--- config.mk ---
export PLATFORM = sky130hd
export DESIGN_NAME = nal_unit_start_code_splitter
export DESIGN_NICKNAME = d
export VERILOG_FILES = /design/src/rtl/nscs_pkg.sv /design/src/rtl/nscs_front.sv /design/src/rtl/nscs_queue.sv /design/src/rtl/nscs_back.sv /design/src/rtl/nal_unit_start_code_splitter.sv
export VERILOG_INCLUDE_DIRS = /design/src /design/src/rtl
export SDC_FILE = /design/constraint.sdc
export NUM_CORES = 1
export LEC_CHECK = 0
export BUFFER_PORTS_ARGS = -buffer_cell sky130_fd_sc_hd__buf_2
export CORE_ASPECT_RATIO = 1.5
export CORE_MARGIN = 2
export CORE_UTILIZATION = 50
export CTS_CLUSTER_DIAMETER = 100
export CTS_CLUSTER_SIZE = 14
export DETAILED_ROUTE_END_ITERATION = 10
export GPL_TIMING_DRIVEN = 1
export HOLD_SLACK_MARGIN = 0.02
export PLACE_DENSITY_LB_ADDON = 0.1
export RECOVER_POWER = 25
export SYNTH_ARGS = -nofsm -noshare
export SYNTH_HDL_FRONTEND = slang
export SYNTH_SLANG_ARGS = --single-unit
--- constraint.sdc ---
create_clock -name clk -period 16.8 [get_ports clk]
set_clock_uncertainty 0.15 [all_clocks]
set_input_delay 4.2 -clock clk [delete_from_list [all_inputs] [get_ports clk]]
set_output_delay 4.2 -clock clk [all_outputs]
set_load 0.05 [all_outputs]
--- src/rtl/nal_unit_start_code_splitter_assert.svh ---
// Assertion macros for the start code splitter.
// Each use expects clk and rst_n in scope.
`ifndef NAL_UNIT_START_CODE_SPLITTER_ASSERT_SVH
`define NAL_UNIT_START_CODE_SPLITTER_ASSERT_SVH
`ifndef SYNTH
`define NSCS_ASSERT_IMP(lbl, ante, cons, msg) \
    lbl: assert property (@(posedge clk) disable iff (!rst_n) (ante) |-> (cons)) \
        else $error(msg);
`define NSCS_ASSERT_NXT(lbl, ante, cons, msg) \
    lbl: assert property (@(posedge clk) disable iff (!rst_n) (ante) |=> (cons)) \
        else $error(msg);
`else
`define NSCS_ASSERT_IMP(lbl, ante, cons, msg)
`define NSCS_ASSERT_NXT(lbl, ante, cons, msg)
`endif
`endif

--- src/rtl/nscs_pkg.sv ---
`default_nettype none

package nscs_pkg;

    localparam int MaxRes = 5;
    localparam int CntW   = $clog2(MaxRes + 1);
    localparam int QDepth = 2;
    localparam int QPtrW  = $clog2(QDepth);
    localparam int QCntW  = $clog2(QDepth + 1);

    localparam logic [7:0] Mask264 = 8'h1F;
    localparam logic [7:0] Mask265 = 8'h7E;

    localparam logic CfgCodecMode  = 1'b0;
    localparam logic CfgKeepMarker = 1'b1;

    typedef struct packed {
        logic       byte_valid;
        logic [7:0] out_byte;
        logic       unit_start;
        logic       unit_end;
        logic [5:0] unit_type;
    } res_t;

    // all results caused by one input byte
    typedef struct packed {
        res_t [MaxRes-1:0] res;
        logic [CntW-1:0]   count;
        logic              buffer_done;
        logic              no_start_code;
    } cmd_t;

    typedef struct packed {
        logic full;
        logic nonempty;
    } qstat_t;

    function automatic res_t mk_res(logic vld, logic [7:0] data, logic first,
                                    logic last, logic [5:0] kind);
        res_t r;
        r.byte_valid = vld;
        r.out_byte   = data;
        r.unit_start = first;
        r.unit_end   = last;
        r.unit_type  = kind;
        return r;
    endfunction

    function automatic cmd_t append(cmd_t c, res_t r);
        cmd_t o;
        o = c;
        if (c.count < CntW'(MaxRes))
        begin
            o.res[c.count] = r;
            o.count        = c.count + CntW'(1);
        end
        return o;
    endfunction

    function automatic logic [5:0] hdr_type(logic [7:0] b, logic mode);
        logic [7:0] t;
        if (mode)
        begin
            t = (b & Mask265) >> 1;
        end
        else
        begin
            t = b & Mask264;
        end
        return t[5:0];
    endfunction

endpackage

`default_nettype wire

--- src/rtl/nscs_front.sv ---
`default_nettype none

module nscs_front (
    input  wire logic             clk,
    input  wire logic             rst_n,
    input  wire logic             cfg_valid,
    input  wire logic             cfg_index,
    input  wire logic             cfg_data,
    output logic                  cfg_ready,
    input  wire logic             item_valid,
    input  wire logic [7:0]       data_byte,
    input  wire logic             end_of_buffer,
    output logic                  item_stall,
    input  wire nscs_pkg::qstat_t q_stat,
    output logic                  q_push,
    output nscs_pkg::cmd_t        q_entry
);

    localparam logic [2:0] HeldDepth = 3'd4;

    logic       codec_mode_reg;
    logic       keep_marker_reg;

    // held bytes: only the first can be nonzero, the rest are zeros
    logic [7:0] h0_reg, h0_next;
    logic [2:0] hc_reg, hc_next;
    logic [1:0] zr_reg, zr_next;
    logic       in_unit_reg, in_unit_next;
    logic       await_reg, await_next;
    logic       long_reg, long_next;
    logic [5:0] type_reg, type_next;
    logic [1:0] bcnt_reg, bcnt_next;
    logic       seen_reg, seen_next;
    logic       started_reg, started_next;
    logic       accept;

    assign cfg_ready  = 1'b1;
    assign item_stall = q_stat.full;
    assign accept     = item_valid && !q_stat.full;
    assign q_push     = accept && (q_entry.count != '0);

    always_ff @(posedge clk or negedge rst_n)
    begin
        if (!rst_n)
        begin
            codec_mode_reg  <= 1'b0;
            keep_marker_reg <= 1'b0;
        end
        else if (cfg_valid && cfg_ready)
        begin
            if (cfg_index == nscs_pkg::CfgCodecMode)
            begin
                codec_mode_reg <= cfg_data;
            end
            else if (cfg_index == nscs_pkg::CfgKeepMarker)
            begin
                keep_marker_reg <= cfg_data;
            end
        end
    end

    always_comb
    begin
        h0_next      = h0_reg;
        hc_next      = hc_reg;
        zr_next      = zr_reg;
        in_unit_next = in_unit_reg;
        await_next   = await_reg;
        long_next    = long_reg;
        type_next    = type_reg;
        bcnt_next    = bcnt_reg;
        seen_next    = seen_reg;
        started_next = started_reg;
        q_entry      = '0;

        if (bcnt_next != 2'd3)
        begin
            bcnt_next = bcnt_next + 2'd1;
        end

        if (!in_unit_reg)
        begin
            // hunting for the first start code of the buffer
            if (data_byte == 8'h00)
            begin
                if (zr_next != 2'd3)
                begin
                    zr_next = zr_next + 2'd1;
                end
            end
            else if (data_byte == 8'h01 && zr_next[1])
            begin
                long_next    = (zr_next == 2'd3);
                zr_next      = '0;
                hc_next      = '0;
                in_unit_next = 1'b1;
                await_next   = 1'b1;
                started_next = 1'b0;
                seen_next    = 1'b1;
            end
            else
            begin
                zr_next = '0;
            end
        end
        else
        begin
            if (await_reg)
            begin
                type_next  = nscs_pkg::hdr_type(data_byte, codec_mode_reg);
                await_next = 1'b0;
                if (keep_marker_reg)
                begin
                    for (int i = 0; i < 3; i++)
                    begin
                        if (i < 2 || long_next)
                        begin
                            q_entry = nscs_pkg::append(q_entry, nscs_pkg::mk_res(
                                1'b1, 8'h00, !started_next, 1'b0, type_next));
                            started_next = 1'b1;
                        end
                    end
                    h0_next = 8'h01;
                    hc_next = 3'd1;
                    zr_next = '0;
                end
            end

            if (data_byte == 8'h00)
            begin
                if (zr_next != 2'd3)
                begin
                    if (hc_next != HeldDepth)
                    begin
                        if (hc_next == 3'd0)
                        begin
                            h0_next = 8'h00;
                        end
                        hc_next = hc_next + 3'd1;
                    end
                    zr_next = zr_next + 2'd1;
                end
                else
                begin
                    // more than three zeros: the oldest one is unit data
                    if (hc_next > {1'b0, zr_next} && hc_next != 3'd0)
                    begin
                        q_entry = nscs_pkg::append(q_entry, nscs_pkg::mk_res(
                            1'b1, h0_next, !started_next, 1'b0, type_next));
                        started_next = 1'b1;
                        h0_next      = 8'h00;
                        hc_next      = hc_next - 3'd1;
                    end
                    if (hc_next != HeldDepth)
                    begin
                        if (hc_next == 3'd0)
                        begin
                            h0_next = 8'h00;
                        end
                        hc_next = hc_next + 3'd1;
                    end
                end
            end
            else if (data_byte == 8'h01 && zr_next[1])
            begin
                if (hc_next > {1'b0, zr_next})
                begin
                    q_entry = nscs_pkg::append(q_entry, nscs_pkg::mk_res(
                        1'b1, h0_next, !started_next, 1'b1, type_next));
                end
                else
                begin
                    q_entry = nscs_pkg::append(q_entry, nscs_pkg::mk_res(
                        1'b0, 8'h00, !started_next, 1'b1, type_next));
                end
                long_next    = (zr_next == 2'd3);
                zr_next      = '0;
                hc_next      = '0;
                in_unit_next = 1'b1;
                await_next   = 1'b1;
                started_next = 1'b0;
                seen_next    = 1'b1;
            end
            else
            begin
                for (int i = 0; i < 4; i++)
                begin
                    if (3'(i) < hc_next)
                    begin
                        q_entry = nscs_pkg::append(q_entry, nscs_pkg::mk_res(
                            1'b1, (i == 0) ? h0_next : 8'h00, !started_next, 1'b0,
                            type_next));
                        started_next = 1'b1;
                    end
                end
                h0_next = data_byte;
                hc_next = 3'd1;
                zr_next = '0;
            end
        end

        if (end_of_buffer)
        begin
            if (in_unit_next)
            begin
                if (await_next)
                begin
                    // start code on the last byte: no header, type 0
                    type_next = '0;
                    if (keep_marker_reg)
                    begin
                        for (int i = 0; i < 3; i++)
                        begin
                            if (i < 2 || long_next)
                            begin
                                q_entry = nscs_pkg::append(q_entry, nscs_pkg::mk_res(
                                    1'b1, 8'h00, !started_next, 1'b0, type_next));
                                started_next = 1'b1;
                            end
                        end
                        q_entry = nscs_pkg::append(q_entry, nscs_pkg::mk_res(
                            1'b1, 8'h01, !started_next, 1'b1, type_next));
                    end
                    else
                    begin
                        q_entry = nscs_pkg::append(q_entry, nscs_pkg::mk_res(
                            1'b0, 8'h00, 1'b1, 1'b1, type_next));
                    end
                end
                else if (hc_next != 3'd0)
                begin
                    for (int i = 0; i < 4; i++)
                    begin
                        if (3'(i) < hc_next)
                        begin
                            q_entry = nscs_pkg::append(q_entry, nscs_pkg::mk_res(
                                1'b1, (i == 0) ? h0_next : 8'h00, !started_next,
                                (3'(i) + 3'd1 == hc_next), type_next));
                            started_next = 1'b1;
                        end
                    end
                end
                else
                begin
                    q_entry = nscs_pkg::append(q_entry, nscs_pkg::mk_res(
                        1'b0, 8'h00, !started_next, 1'b1, type_next));
                end
            end
            if (q_entry.count == '0)
            begin
                q_entry = nscs_pkg::append(q_entry, nscs_pkg::mk_res(
                    1'b0, 8'h00, 1'b0, 1'b0, 6'd0));
            end
            q_entry.buffer_done   = 1'b1;
            q_entry.no_start_code = (bcnt_next == 2'd3) && !seen_next;

            h0_next      = '0;
            hc_next      = '0;
            zr_next      = '0;
            in_unit_next = 1'b0;
            await_next   = 1'b0;
            long_next    = 1'b0;
            type_next    = '0;
            bcnt_next    = '0;
            seen_next    = 1'b0;
            started_next = 1'b0;
        end
    end

    always_ff @(posedge clk or negedge rst_n)
    begin
        if (!rst_n)
        begin
            h0_reg      <= '0;
            hc_reg      <= '0;
            zr_reg      <= '0;
            in_unit_reg <= 1'b0;
            await_reg   <= 1'b0;
            long_reg    <= 1'b0;
            type_reg    <= '0;
            bcnt_reg    <= '0;
            seen_reg    <= 1'b0;
            started_reg <= 1'b0;
        end
        else if (accept)
        begin
            h0_reg      <= h0_next;
            hc_reg      <= hc_next;
            zr_reg      <= zr_next;
            in_unit_reg <= in_unit_next;
            await_reg   <= await_next;
            long_reg    <= long_next;
            type_reg    <= type_next;
            bcnt_reg    <= bcnt_next;
            seen_reg    <= seen_next;
            started_reg <= started_next;
        end
    end

endmodule

`default_nettype wire

--- src/rtl/nscs_queue.sv ---
`default_nettype none

module nscs_queue (
    input  wire logic             clk,
    input  wire logic             rst_n,
    input  wire logic             push,
    input  wire nscs_pkg::cmd_t   entry,
    input  wire logic             pop,
    output nscs_pkg::cmd_t        head,
    output nscs_pkg::qstat_t      q_stat
);

    localparam int PtrW  = nscs_pkg::QPtrW;
    localparam int CntW  = nscs_pkg::QCntW;
    localparam int Depth = nscs_pkg::QDepth;

    nscs_pkg::cmd_t  slots [Depth];
    logic [PtrW-1:0] wr_ptr_reg;
    logic [PtrW-1:0] rd_ptr_reg;
    logic [CntW-1:0] cnt_reg;

    always_ff @(posedge clk)
    begin
        if (push)
        begin
            slots[wr_ptr_reg] <= entry;
        end
    end

    assign head            = slots[rd_ptr_reg];
    assign q_stat.full     = (cnt_reg == CntW'(Depth));
    assign q_stat.nonempty = (cnt_reg != '0);

    always_ff @(posedge clk or negedge rst_n)
    begin
        if (!rst_n)
        begin
            wr_ptr_reg <= '0;
            rd_ptr_reg <= '0;
            cnt_reg    <= '0;
        end
        else
        begin
            if (push)
            begin
                wr_ptr_reg <= (wr_ptr_reg == PtrW'(Depth - 1)) ? '0 : wr_ptr_reg + PtrW'(1);
            end
            if (pop)
            begin
                rd_ptr_reg <= (rd_ptr_reg == PtrW'(Depth - 1)) ? '0 : rd_ptr_reg + PtrW'(1);
            end
            unique case ({push, pop})
                2'b10:   cnt_reg <= cnt_reg + CntW'(1);
                2'b01:   cnt_reg <= cnt_reg - CntW'(1);
                default: cnt_reg <= cnt_reg;
            endcase
        end
    end

endmodule

`default_nettype wire

--- src/rtl/nscs_back.sv ---
`default_nettype none

module nscs_back (
    input  wire logic             clk,
    input  wire logic             rst_n,
    input  wire nscs_pkg::cmd_t   head,
    input  wire nscs_pkg::qstat_t q_stat,
    output logic                  pop,
    output logic                  result_valid,
    input  wire logic             result_stall,
    output logic                  byte_valid,
    output logic [7:0]            out_byte,
    output logic                  unit_start,
    output logic                  unit_end,
    output logic [5:0]            unit_type,
    output logic                  buffer_done,
    output logic                  no_start_code,
    output logic                  last_of_run
);

    localparam int CntW = nscs_pkg::CntW;

    logic [CntW-1:0]      idx_reg;
    logic                 valid_reg;
    nscs_pkg::res_t       res_reg;
    logic                 done_reg;
    logic                 nsc_reg;
    logic                 last_reg;
    logic                 load;
    logic                 take;
    logic                 last;

    // output register loads whenever it is empty or being drained
    assign load = !valid_reg || !result_stall;
    assign take = load && q_stat.nonempty;
    assign last = (idx_reg == head.count - CntW'(1));
    assign pop  = take && last;

    always_ff @(posedge clk or negedge rst_n)
    begin
        if (!rst_n)
        begin
            valid_reg <= 1'b0;
            idx_reg   <= '0;
        end
        else
        begin
            if (load)
            begin
                valid_reg <= q_stat.nonempty;
            end
            if (take)
            begin
                idx_reg <= last ? '0 : idx_reg + CntW'(1);
            end
        end
    end

    always_ff @(posedge clk)
    begin
        if (take)
        begin
            res_reg  <= head.res[idx_reg];
            done_reg <= last && head.buffer_done;
            nsc_reg  <= last && head.no_start_code;
            last_reg <= last;
        end
    end

    assign result_valid  = valid_reg;
    assign byte_valid    = res_reg.byte_valid;
    assign out_byte      = res_reg.out_byte;
    assign unit_start    = res_reg.unit_start;
    assign unit_end      = res_reg.unit_end;
    assign unit_type     = res_reg.unit_type;
    assign buffer_done   = done_reg;
    assign no_start_code = nsc_reg;
    assign last_of_run   = last_reg;

endmodule

`default_nettype wire

--- src/rtl/nal_unit_start_code_splitter.sv ---
// Annex B NAL unit splitter. Bytes enter on the item channel one per beat,
// end_of_buffer on the last byte of a capture buffer; each unit leaves on the
// result channel with start/end/type tags, marker bytes kept or stripped per
// keep_marker, and unit type taken from the H.264 or H.265 header per
// codec_mode. A byte is classified combinationally by the front end, which puts
// all of its results (zero to five) as one entry into a two-entry queue; the
// back end sends one result per cycle from the queue head through an output
// register while result_stall is low. Sustained rate is one byte per cycle
// while bytes give at most one result each and result_stall is low; a byte
// with k results holds the back end until all k are sent, and the front end
// stalls only when both queue entries are taken. The first result of a byte
// passes through a queue slot and then the output register on its way to the
// result port. cfg_ready is always high; write the registers only while the
// block is idle. No clearing pass after reset.
`default_nettype none
`include "nal_unit_start_code_splitter_assert.svh"

module nal_unit_start_code_splitter (
    input  wire logic       clk,
    input  wire logic       rst_n,
    input  wire logic       cfg_valid,
    output logic            cfg_ready,
    input  wire logic       cfg_index,
    input  wire logic       cfg_data,
    input  wire logic       item_valid,
    output logic            item_stall,
    input  wire logic [7:0] data_byte,
    input  wire logic       end_of_buffer,
    output logic            result_valid,
    input  wire logic       result_stall,
    output logic            byte_valid,
    output logic [7:0]      out_byte,
    output logic            unit_start,
    output logic            unit_end,
    output logic [5:0]      unit_type,
    output logic            buffer_done,
    output logic            no_start_code,
    output logic            last_of_run
);

    nscs_pkg::cmd_t   q_entry;
    nscs_pkg::cmd_t   q_head;
    nscs_pkg::qstat_t q_stat;
    logic             q_push;
    logic             q_pop;

    nscs_front u_front (
        .clk           (clk),
        .rst_n         (rst_n),
        .cfg_valid     (cfg_valid),
        .cfg_index     (cfg_index),
        .cfg_data      (cfg_data),
        .cfg_ready     (cfg_ready),
        .item_valid    (item_valid),
        .data_byte     (data_byte),
        .end_of_buffer (end_of_buffer),
        .item_stall    (item_stall),
        .q_stat        (q_stat),
        .q_push        (q_push),
        .q_entry       (q_entry)
    );

    nscs_queue u_queue (
        .clk    (clk),
        .rst_n  (rst_n),
        .push   (q_push),
        .entry  (q_entry),
        .pop    (q_pop),
        .head   (q_head),
        .q_stat (q_stat)
    );

    nscs_back u_back (
        .clk           (clk),
        .rst_n         (rst_n),
        .head          (q_head),
        .q_stat        (q_stat),
        .pop           (q_pop),
        .result_valid  (result_valid),
        .result_stall  (result_stall),
        .byte_valid    (byte_valid),
        .out_byte      (out_byte),
        .unit_start    (unit_start),
        .unit_end      (unit_end),
        .unit_type     (unit_type),
        .buffer_done   (buffer_done),
        .no_start_code (no_start_code),
        .last_of_run   (last_of_run)
    );

    `NSCS_ASSERT_IMP(a_done_is_last, result_valid && buffer_done, last_of_run, "buffer_done not on last beat of a byte")
    `NSCS_ASSERT_IMP(a_nsc_with_done, result_valid && no_start_code, buffer_done, "no_start_code without buffer_done")
    `NSCS_ASSERT_IMP(a_status_byte_zero, result_valid && !byte_valid, out_byte == 8'h00, "status beat carries a byte")
    `NSCS_ASSERT_IMP(a_head_not_empty, q_stat.nonempty, q_head.count != '0, "queue holds an entry with no results")
    `NSCS_ASSERT_NXT(a_push_lands, q_push, q_stat.nonempty, "pushed entry lost from queue")

endmodule

`default_nettype wire
== After elaboration in Yosys (flattened, before gate mapping) ==
Memories as Yosys holds them, arrays and structs flattened.
Cells that the tools add are included.
Storage, ports and cells
  register bits: 56
  latch bits: 0
  output and inout port bits: 23
  ROM bits: 0
  bits of input ports: 16
  memories: 1
  RAM bits: 180
  logic and storage cells: 438
Memories
  u_queue.slots: depth 2, bits a word 90, read ports 1, clocked after memory_dff 0, write ports 1, line nscs_queue.sv:17  | nscs_pkg::cmd_t slots [Depth];
Operators by class
  shifts and indexed selects: 0
  order comparisons: 52
  div/mod/pow operators: 0
  multiply operators: 0
  equality and inequality tests: 18
  mux-type cells: 257
  reductions and logical operators: 53
  add/subtract/negate cells: 26
  bitwise logic cells: 6
Operators with widths (count)
  $mux 90: 65
  $mux 88: 19
  $bwmux 85: 17
  $demux 17 s3: 14
  $mux 17: 15
  $mux 8: 13
  $and 85x85->85: 1
  $not 85->85: 1
  $mux 1: 78
  $and 75x75->75: 1
  $not 75->75: 1
  $lt 3x4->1 const B: 15
  $add 3x1->3 const B: 17
  $bmux 17 s3: 1
  $mux 3: 16
  $ge 3x1->1 const B: 14
  $lt 3x3->1 const B: 14
  $mux 6: 7
  $logic_and 1x1->1: 24
  $mux 2: 11
  $logic_not 1->1: 16
  $lt 1x3->1 const A: 4
  $lt 2x3->1 const A: 4
  $eq 2x2->1 const B: 5
  other kinds (23): 39

== Logic depth before layout (Yosys ltp) ==
  depth after elaboration: 122
  gate-level depth with buffers: 46
  depth with buffers taken out: 40

== Hierarchy ==
From an unflattened synthesis, not the netlist that was laid out.
Second synthesis, totals
  cell total of the unflattened synthesis: 1576
  area, all modules: 15522.4 um^2
By module, submodules not included
  nscs_front: area an instance 7225.7 um^2, times used 1, cells an instance 1158
  nscs_queue: area an instance 6740.2 um^2, times used 1, cells an instance 296
  nscs_back: area an instance 1556.5 um^2, times used 1, cells an instance 122

== Worst setup path after synthesis ==
OpenSTA, ideal clock, no wires.
  path type: input -> register
  start: input data_byte[5]
  end: memory u_queue.slots[0][0] (netlist bit), enable pin
  data arrival time: 13892 ps
  setup time: 550 ps
  path slack: 2208 ps
  cell stages on the path: 26
  cells stage by stage: or4_1 -> a211oi_2 -> nor4_1 -> a31oi_1 -> nand2_1 -> inv_2 -> ha_1 -> clkbuf_1 -> a21o_1 -> ha_1 -> a221oi_1 -> o21a_2 -> inv_2 -> ha_1 -> a32o_1 -> buf_4 -> ha_1 -> a221oi_2 -> nor3_1 -> o31ai_4 -> ha_1 -> a21boi_1 -> a31oi_1 -> a21o_1 -> o31ai_2 -> nor2b_1
On the way
  word-level cells in the longest chain between the ends: 41
Ends and longest elaborated chain
  start, declared: line nal_unit_start_code_splitter.sv:27  | input wire logic [7:0] data_byte,
  $eq 8x1->1: line nscs_front.sv:91, nscs_front.sv:164
  $logic_and 1x1->1: line nscs_front.sv:164  | else if (data_byte == 8'h01 && zr_next[1])
  $mux 90: line nscs_front.sv:164
  $mux 90: line nscs_front.sv:129  | if (data_byte == 8'h00)
  $mux 90: line nscs_front.sv:81  | if (!in_unit_reg)
  $add 3x1->3 / $lt 3x3->1 (equally long branches): line nscs_pkg.sv:55, nscs_pkg.sv:52
  $mux 88: line nscs_pkg.sv:52  | if (c.count < CntW'(MaxRes))
  $mux 90: line nscs_front.sv:234  | if (3'(i) < hc_next)
  (+25 left out)
  $add 3x1->3 / $lt 3x3->1 (equally long branches): line nscs_pkg.sv:55, nscs_pkg.sv:52
  $mux 88: line nscs_pkg.sv:52
  $mux 90: line nscs_front.sv:249  | if (q_entry.count == '0)
  $mux 90 (*): line nscs_front.sv:202  | if (end_of_buffer)
  $reduce_bool 3->1 (*): line nscs_front.sv:40  | assign q_push = accept && (q_entry.count != '0);
  $logic_and 1x1->1 (*): line nscs_front.sv:40
  $mux 1 (*): line nscs_queue.sv:24  | if (push)
  $mux 1 (implied by the code) (*): line nscs_queue.sv:26  | slots[wr_ptr_reg] <= entry;
  end, declared: line nscs_queue.sv:17
Mark *: on every way between the ends. The rest lies on a longest branch, timed or not. The select of a mux whose other input is x is not followed.

== Worst setup path in the final report ==
  start: input data_byte[5]
  end: memory u_queue.slots[0][84] (netlist bit), enable pin
Same word-level chain as after synthesis.

==> impl_results.md <==
* Distinct cell type count after synthesis at 97
* Num ports at 39
* DR iter-0 viols at 1504
* Initial antenna violation count at 0
* Tightest slew margin relative to the limit at -81.3%
* Register bit count reported by yosys at 236
* Unrepaired setup endpoints after global routing: false
* Critical path type: in -> reg
* Clock latency on the worst-skew pair at 0.51 ns
* Area used by sequential logic in the layout at 0.00691 mm²
* Total inserted antenna cells at 0
* Endpoint type of the worst setup path: register
* All-layer global routing usage at 34.5%
* Number of buffers added by the clock tree synthesis step at 20
* Number of nets in the finished design at 1544
* Largest stage delay, worst path at 0.81 ns
* Die X-Extent at 146 µm
* Cell mode on critical path: ha_1
* EDFF count, synth at 200
* Type of the most critical hold path: reg -> reg
* Number of cells produced by synthesis at 1513
* Final hold slack at 0.343 ns
* Signal arrival time at the worst endpoint at 12.77 ns
* Max-slew violation count at 193
* Maximum clock rate at 78.1 MHz
* Post-detailed-placement half-perimeter wirelength at 41100 µm
* Cell type contributing the most total cell area after synthesis: edfxtp_1
* Leading cell type by number of instances after synthesis: edfxtp_1
* Placer Congestion at 0.980
* Placed inst area at 0.0157 mm²
* Drt total wl at 55300 µm
* Number of setup buffers added after CTS at 0
* Worst endpoint required time at 16.77 ns
* Die area at 0.0318 mm²
* Leakage Power at 0.00541 µW
* Post-synthesis instance area at 0.0152 mm²
* Most frequently used flop master after synthesis: edfxtp_1
* Maximum fanout along the worst path at 65
* Power Density at 114 mW/mm²
* Sum of negative setup slack at 0 ns
* Minimum period implied by the final worst setup slack at 12.80 ns
* Area inside the core boundary at 0.0301 mm²
* Routed length per instance at 28.9 µm
* Buffer levels on the longest clock path at 3
* Average cell area after synthesis at 10.0 µm²
* Count of vias placed by the detailed router at 13200
* Critical Path Source Type: input port
* Total Power at 1860 µW
* Total DRC errors in the routed layout at 0
* DR vias/cell at 6.89
* Top cells by area in the synthesized netlist: edfxtp_1, dfrtp_1, mux4_2
* Max stage delay cell, worst path: buf_4
* Number of global-route vias before repair at 12700
* Htree depth at 1
* Area added between synthesis and finish at 6.88%
* Hold buffers post-CTS at 0
* Total grt overflow at 0
* Die Ht at 217 µm
* Yosys Warn Count at 0
* Global-route wire length before repair at 82600 µm
* Post-route cell area at 0.0162 mm²
* Status: finished, violations left
* Antenna Nets Post-Route at 0
* Final hold violations at 0
* Clock transition time at the flip-flop clock pins of the worst setup and hold paths at 0.07 ns
* Maximum number of pins on one net before global-route repair at 66
* Top-area cell type share of the netlist area at 39.6%
* Multi-input gate area in the final layout at 0.00773 mm²
* Fraction of final layout cells with drive strength greater than 1 at 11.6%
* Port-buffer cells at 37
* TritonRoute pass-1 iters at 6
* Fillers at 2803
* Pin slew with the least headroom to its limit at 2.72 ns
* Failing checks: capacitance limit, slew limit
* # Max-Cap Violations at 6
* Max FFs per register at 180
* Clock tree root buffer cell: clkbuf_16
* Top cells by instance count after synthesis: edfxtp_1, nand2_1, nor2_1
* Proportion of synthesized chip area in sequential cells at 45.5%
* Number of rows in the core area at 78
* Effective utilization at floorplan at 50.5%
* Number of instances resized during post-cts repair at 0
* CTS tree: done
* Number of setup violations in the final report at 0
* Clock Sinks at 236
* Crit share post-route at 76.2%
* Peak supply drop at 0.0000711 V
* Post-synthesis async set-or-reset flop share at 15.3%
cells in the final DEF, fill, tap and decap left out, drive strengths merged, types with 12 or more instances in the layout:
cell type and instances:
nand3 43, o2bb2ai 15, inv 38, mux2 28, o32ai 17, clkbuf 63
ha 27, mux2i 26, buf 37, a32oi 12, nor2 126, a21oi 91
o211ai 12, a211oi 13, nor3 23, o31ai 17, mux4 34, dfrtp 36
edfxtp 200, o21ai 117, a31oi 17, a221oi 31, and2 15, o22ai 60
a21o 18, a22oi 27, nand2 188, nand2b 16
per-layer routing:
metal	routed length, µm	global-route usage, %
met2	27600	60.8
met5	0	0
met1	19900	40.5
met3	3500	3.71
met4	4170	21.4
through the flow:
step,utilization (%),setup WS (ns),instances
2_1_floorplan,-,2.21,1514
3_3_place_gp,52.2,3.86,1879
3_5_place_dp,52.2,3.71,1879
4_1_cts,54.1,4.21,1915
5_1_grt,54.0,3.53,1915
6_report,54.0,4.00,1915
cell type report:
type                    instances  area share (%)
inverters                      40           0.925
repair buffers                 65            2.16
multi-input cells            1138            47.7
well taps                     400            3.08
clock buffers                  35            3.56
clock inverters                 1          0.0231
flip-flops and latches        236            42.6
cells by family (layout without fill, tap and decap cells):
kind of cell             count (synthesis)  after routing  synth area share [%]
AO/OA/AOI/OAI                          543            543                  25.1
other                                    2              3                0.0495
AND/OR/NAND/NOR                        463            463                  13.8
flip-flops                             236            236                  45.5
buffers and inverters                  140            141                  3.66
adder cells (fa/ha/maj)                 27             27                  2.23
XOR/XNOR                                14             14                 0.808
multiplexers                            88             88                  8.84
critical path: cells and delay by family:
kind / cells / cell delay (ns)
AOI/OAI and AO/OA: 11 / 3.41
adders and majority gates: 4 / 1.26
and+or+nand+nor: 7 / 2.55
buffers and inverters: 4 / 1.26
final timing paths:
kind / start / endpoint / slack [ns] / cells after the start
max: data_byte[5] / u_queue.slots[0][84]$_DFFE_PP_ / 4.00 / 26
min: u_back.result_valid$_DFFE_PN0P_ / u_back.result_valid$_DFFE_PN0P_ / 0.34 / 2
max reg2reg: u_front.keep_marker_reg$_DFFE_PN0P_ / u_queue.slots[0][84]$_DFFE_PP_ / 4.86 / 35
min reg2reg: u_back.result_valid$_DFFE_PN0P_ / u_back.result_valid$_DFFE_PN0P_ / 0.34 / 2
max in group asynchronous: rst_n / u_front.in_unit_reg$_DFFE_PN0P_ / 10.73 / 1
min in group asynchronous: rst_n / u_front.h0_reg[5]$_DFFE_PN0P_ / 4.26 / 1
report_power, final:
part | internal (µW) | switching (µW) | total, µW
registers | 757 | 67.0 | 824
clock network | 233 | 203 | 436
logic | 200 | 395 | 595
total | 1190 | 665 | 1860
No activity file was read; power rests on OpenSTA's default activity.
